--- config.mk ---
export PLATFORM = sky130hd
export DESIGN_NAME = bbr_div
export DESIGN_NICKNAME = d
export VERILOG_FILES = /design/src/design/box_blur_rgba_defines.svh /design/src/design/bbr_div.sv
export SDC_FILE = /design/constraint.sdc
export NUM_CORES = 1
export LEC_CHECK = 0
export BUFFER_PORTS_ARGS = -buffer_cell sky130_fd_sc_hd__buf_2
export CAP_MARGIN = 20
export CORE_MARGIN = 1
export CORE_UTILIZATION = 30
export DETAILED_ROUTE_END_ITERATION = 10
export PLACE_DENSITY_LB_ADDON = 0.2
export RECOVER_POWER = 25
export SYNTH_ARGS = -nofsm -noshare
export SYNTH_HDL_FRONTEND = slang
export SYNTH_SLANG_ARGS = --single-unit
--- constraint.sdc ---
create_clock -name clk -period 3 [get_ports clk]
set_input_delay 0.6 -clock clk [delete_from_list [all_inputs] [get_ports clk]]
set_output_delay 0.6 -clock clk [all_outputs]
set_load 0.01 [all_outputs]
--- src/design/box_blur_rgba_defines.svh ---
// Assertion macros shared by the box blur RTL.
// Included by files that carry concurrent assertions; no other dependencies.
`ifndef BOX_BLUR_RGBA_DEFINES_SVH
`define BOX_BLUR_RGBA_DEFINES_SVH

// Condition that must hold at every clock edge out of reset.
`define BBR_ASSERT_ALWAYS(label, clk, rst_n, cond) \
    label: assert property (@(posedge clk) disable iff (!rst_n) (cond)) \
        else $error("box blur check failed");

// Consequent must hold in the same cycle as the antecedent.
`define BBR_ASSERT_IMPLY(label, clk, rst_n, ante, cons) \
    label: assert property (@(posedge clk) disable iff (!rst_n) (ante) |-> (cons)) \
        else $error("box blur check failed");

// Consequent must hold in the cycle after the antecedent.
`define BBR_ASSERT_NEXT(label, clk, rst_n, ante, cons) \
    label: assert property (@(posedge clk) disable iff (!rst_n) (ante) |=> (cons)) \
        else $error("box blur check failed");

`endif

--- src/design/bbr_div.sv ---
// Restoring divider, one quotient bit per cycle.
// No dependencies; used by the top level for the window means.
`timescale 1ns / 1ps
`default_nettype none

module bbr_div #(
    parameter int N_W = 16,
    parameter int D_W = 8
) (
    input  wire logic           clk,
    input  wire logic           rst_n,
    input  wire logic           start,
    input  wire logic [N_W-1:0] dividend,
    input  wire logic [D_W-1:0] divisor,
    output logic      [N_W-1:0] quotient,
    output logic                done
);

    localparam int CNT_W = $clog2(N_W + 1);

    logic [N_W-1:0]   quo_reg, quo_next;
    logic [D_W-1:0]   rem_reg, rem_next;
    logic [D_W-1:0]   dvs_reg, dvs_next;
    logic [CNT_W-1:0] cnt_reg, cnt_next;
    logic             busy_reg, busy_next;
    logic             done_reg, done_next;
    logic [D_W:0]     rem_shift;

    always_comb
    begin
        quo_next  = quo_reg;
        rem_next  = rem_reg;
        dvs_next  = dvs_reg;
        cnt_next  = cnt_reg;
        busy_next = busy_reg;
        done_next = 1'b0;
        rem_shift = {rem_reg, quo_reg[N_W-1]};
        if (start)
        begin
            quo_next  = dividend;
            rem_next  = '0;
            dvs_next  = divisor;
            cnt_next  = CNT_W'(N_W);
            busy_next = 1'b1;
        end
        else if (busy_reg)
        begin
            if (rem_shift >= {1'b0, dvs_reg})
            begin
                rem_next = D_W'(rem_shift - {1'b0, dvs_reg});
                quo_next = {quo_reg[N_W-2:0], 1'b1};
            end
            else
            begin
                rem_next = rem_shift[D_W-1:0];
                quo_next = {quo_reg[N_W-2:0], 1'b0};
            end
            cnt_next = cnt_reg - 1'b1;
            if (cnt_reg == CNT_W'(1))
            begin
                busy_next = 1'b0;
                done_next = 1'b1;
            end
        end
    end

    always_ff @(posedge clk or negedge rst_n)
    begin
        if (!rst_n)
        begin
            busy_reg <= 1'b0;
            done_reg <= 1'b0;
            cnt_reg  <= '0;
        end
        else
        begin
            busy_reg <= busy_next;
            done_reg <= done_next;
            cnt_reg  <= cnt_next;
        end
    end

    always_ff @(posedge clk)
    begin
        quo_reg <= quo_next;
        rem_reg <= rem_next;
        dvs_reg <= dvs_next;
    end

    assign quotient = quo_reg;
    assign done     = done_reg;

endmodule

`default_nettype wire

==> impl_metrics.yaml <==
layout:
  largest_register_ffs: 16
  synthToLayoutAreaGrowth_pct: 19.3
  design_area_um2: 2410
  design.final.nets: 253
  fillCellCount: 638
  drive_gt1_share_pct: 34.7
  antenna_cells: 0
  layout.area.seq_um2: 1060
  multi_input_comb_area_um2: 871
  post-route-util_pct: 37.5
logic_synthesis:
  share_of_the_yosys_chip_area_belonging_to_registers_pct: 52.3
  yosys_register_bits: 39
  yosysTopAreaCellShare_pct: 35.7
  synthesis.nets: 206
  synth.yosys.warnings: 0
  synth.avg_cell_area_um2: 12.0
  synth_enable_flop_cells: 24
  netlist_area_pre_place_um2: 2020
  cell_count_after_synthesis: 168
  yosys.cell_types.count: 40
  synth-main-ff-cell: "sky130_fd_sc_hd__edfxtp_1"
  postSynth.asyncResetShare_pct: 17.9
  cell_type_with_the_largest_total_area_after_synthesis: "sky130_fd_sc_hd__edfxtp_1"
  synthTopCellsByArea: "sky130_fd_sc_hd__edfxtp_1, sky130_fd_sc_hd__mux2_2, sky130_fd_sc_hd__dfrtp_1"
clock_tree:
  htree_num_levels: 2
  numClockSinks: 39
  cts.clk_slew.worst_paths_ns: 0.08
  tritoncts: "yes"
  cts.repair_timing.setup_buffer_count: 0
  cts.repair.resized: 0
  inserted_clock_buffers: 5
  clk_root_buffer_cell: "sky130_fd_sc_hd__clkbuf_8"
  max_root_sink_buffers: 2
  clk-insertion-delay-late_ns: 0.29
  cts-hold-fix-buffers: 0
floorplanning:
  core.rowCount: 29
  design.core.area_um2: 6420
  start_util_pct: 31.4
  chipHeight_um: 84.0
  floorplan.die.width_um: 84.0
  design.portCount: 44
  floorplan.die_area_um2: 7060
worst_setup_path:
  r2r-start: "rem_reg[3]$_SDFFE_PP0P_"
  cp.buffers_inverters: 2
  rr_worst_depth: 6
  timing.critical_path.from: "start"
  critical_path.startpoint_type: "input pin"
  worst_path_cell_chain: "clkbuf_1 -> nor2_1 -> inv_1"
  worst-endpoint-arrival_ns: 2.08
  timing.critical_path.max_delay_family: "buffers and inverters"
  cp-end-kind: "flip-flop"
  slowest_stage: "sky130_fd_sc_hd__clkbuf_1"
  timing.rr.end: "rem_reg[0]$_SDFFE_PP0P_"
  critical_path_depth: 3
  crit_path_kind: "in -> reg"
  critical-path-max-stage-delay_ns: 0.82
  critPathCapture: "quotient[4]$_DFFE_PP_"
  required_time_of_the_worst_setup_path_ns: 2.93
  crit_fanout: 21
  setup.reg_to_reg.worst_slack_ns: 1.07
placed_design:
  gp_congestion: 0.796
  post_dp_cell_area_um2: 2310
  dp.final_hpwl_um: 2780
  buffer_ports.inserted: 43
sta:
  setup-tns-final_ns: 0
  grt_setup_unrepaired: "no"
  worst_pin_slew_ns: 1.15
  final.period_utilization_pct: 71.7
  final_max_slew_viol_count: 0
  finClkSkew_ns: 0.00401
  min_period_ns: 2.15
  hold_viol: 0
  slew_headroom_pct: 23.6
  setup_viol: 0
  max_freq_mhz: 465
drt:
  ant_nets: 0
  detail_route.iter0.violations: 27
  drt-pass1-iter-count: 4
  vias: 1392
  drt_wl_total_um: 3900
  vias_per_cell: 4.75
  wl_per_cell_um: 13.3
  route.detailed.drc: 0
pwr:
  p_seq_share_pct: 41.1
  leakagePower_nw: 1.03
  cellInternalPower_mw: 1.29
  power_switching_share_pct: 33.9
  power.density_cell_area_nw_per_um2: 811
  irDropWorstVdd_mv: 0.313
  report.power.total_mw: 1.95
  p_sw_mw: 0.662
  power.share.combinational_pct: 37.9
  power.share.clock_pct: 20.9
flow_run:
  drv.max_cap_violation_count: 0
grt:
  grt_pass1_vias: 1371
  number_of_antenna_violations_at_the_first_check_in_global_routing: 0
  global_route_wire_length_before_repair_um: 6420
  globalRoute.totalOverflow: 0
  grt_max_degree: 22
  grt.total_usage_pct: 11.8
min_path:
  holdCritPathClass: "in -> async"
status:
  result_of_the_run: "completed"
[Yosys cell counts (2+ instances only)]
| cell type | instances |
|---|---|
| sky130_fd_sc_hd__a211oi_1 | 2 |
| sky130_fd_sc_hd__a211oi_2 | 2 |
| sky130_fd_sc_hd__a21oi_1 | 4 |
| sky130_fd_sc_hd__a21oi_2 | 2 |
| sky130_fd_sc_hd__buf_2 | 3 |
| sky130_fd_sc_hd__dfrtp_1 | 7 |
| sky130_fd_sc_hd__dfxtp_1 | 8 |
| sky130_fd_sc_hd__edfxtp_1 | 24 |
| sky130_fd_sc_hd__ha_1 | 10 |
| sky130_fd_sc_hd__inv_1 | 14 |
| sky130_fd_sc_hd__mux2_2 | 16 |
| sky130_fd_sc_hd__mux2i_1 | 4 |
| sky130_fd_sc_hd__nand2_1 | 11 |
| sky130_fd_sc_hd__nand2b_1 | 4 |
| sky130_fd_sc_hd__nand3_1 | 2 |
| sky130_fd_sc_hd__nor2_1 | 17 |
| sky130_fd_sc_hd__nor2b_1 | 4 |
| sky130_fd_sc_hd__nor3_1 | 2 |
| sky130_fd_sc_hd__o21ai_1 | 4 |
| sky130_fd_sc_hd__xnor2_1 | 6 |
| sky130_fd_sc_hd__xor2_1 | 3 |
[layer usage]
layer | share of wire [%] | track usage [%] | routed length [µm] | vias up
met5 | 0 | 0 | 0 | -
met2 | 45 | 18.4 | 1740 | 38
met3 | 5.3 | 3.46 | 205 | 6
li1 | - | - | - | 690
met1 | 48 | 15.2 | 1880 | 658
met4 | 1.8 | 4.70 | 72 | 0
[through the flow]
step	hold WS [ns]	instances	setup WS, ns
floorplan	0.304	168	1.15
global placement	0.446	285	1.00
detailed placement	0.446	285	0.948
CTS	0.120	293	1.07
global route	0.226	293	0.633
finish	0.202	293	0.848
[worst min-delay path by stage]
stage / startpoint / endpoint / depth (start not counted)
6_report: rst_n / cnt_reg[3]$_DFFE_PN0P_ / 1
2_1_floorplan: rst_n / busy_reg$_DFF_PN0_ / 0
5_1_grt: rst_n / cnt_reg[3]$_DFFE_PN0P_ / 1
3_3_place_gp: rst_n / cnt_reg[3]$_DFFE_PN0P_ / 1
4_1_cts: rst_n / cnt_reg[3]$_DFFE_PN0P_ / 1
3_5_place_dp: rst_n / cnt_reg[3]$_DFFE_PN0P_ / 1
[area by class of cell]
cell class | count | area share (%)
tap | 77 | 4.00
sequential | 39 | 43.8
clock buffer | 8 | 4.36
timing repair buffer | 45 | 9.45
multi-input combinational | 110 | 36.2
inverter | 14 | 2.18
[power groups by stage]
| stage | Clock, mW | Combinational (mW) | Sequential [mW] |
|---|---|---|---|
| 2_1_floorplan | 0 | 0.613 | 0.807 |
| 3_3_place_gp | 0 | 0.745 | 0.819 |
| 3_5_place_dp | 0 | 0.747 | 0.816 |
| 4_1_cts | 0.430 | 0.750 | 0.808 |
| 5_1_grt | 0.448 | 0.838 | 0.823 |
| 6_report | 0.408 | 0.741 | 0.803 |
[layout by cell type (no fill, tap or decap), drive strengths merged, types with 2 or more instances in the layout]
cell	n
xor2	3
a31o	2
nor2b	4
o21ai	5
nand3	2
dfxtp	8
nand2	11
nor2	17
xnor2	6
o31ai	2
inv	14
ha	10
edfxtp	24
a211oi	4
nand2b	4
mux2	17
buf	43
a21o	2
nor3	2
mux2i	4
clkbuf	10
dfrtp	7
a21oi	6
[logic make-up after synthesis]
kind of cell / count (synthesis) / synth area share (%)
buf+inv: 19 / 4.53
mux: 21 / 11.7
simple gates: 44 / 10.4
xor+xnor: 9 / 3.91
flops: 39 / 52.3
compound gates: 25 / 9.98
fa+ha+maj: 11 / 7.19
Note: power is estimated with default switching activity, not from simulation.
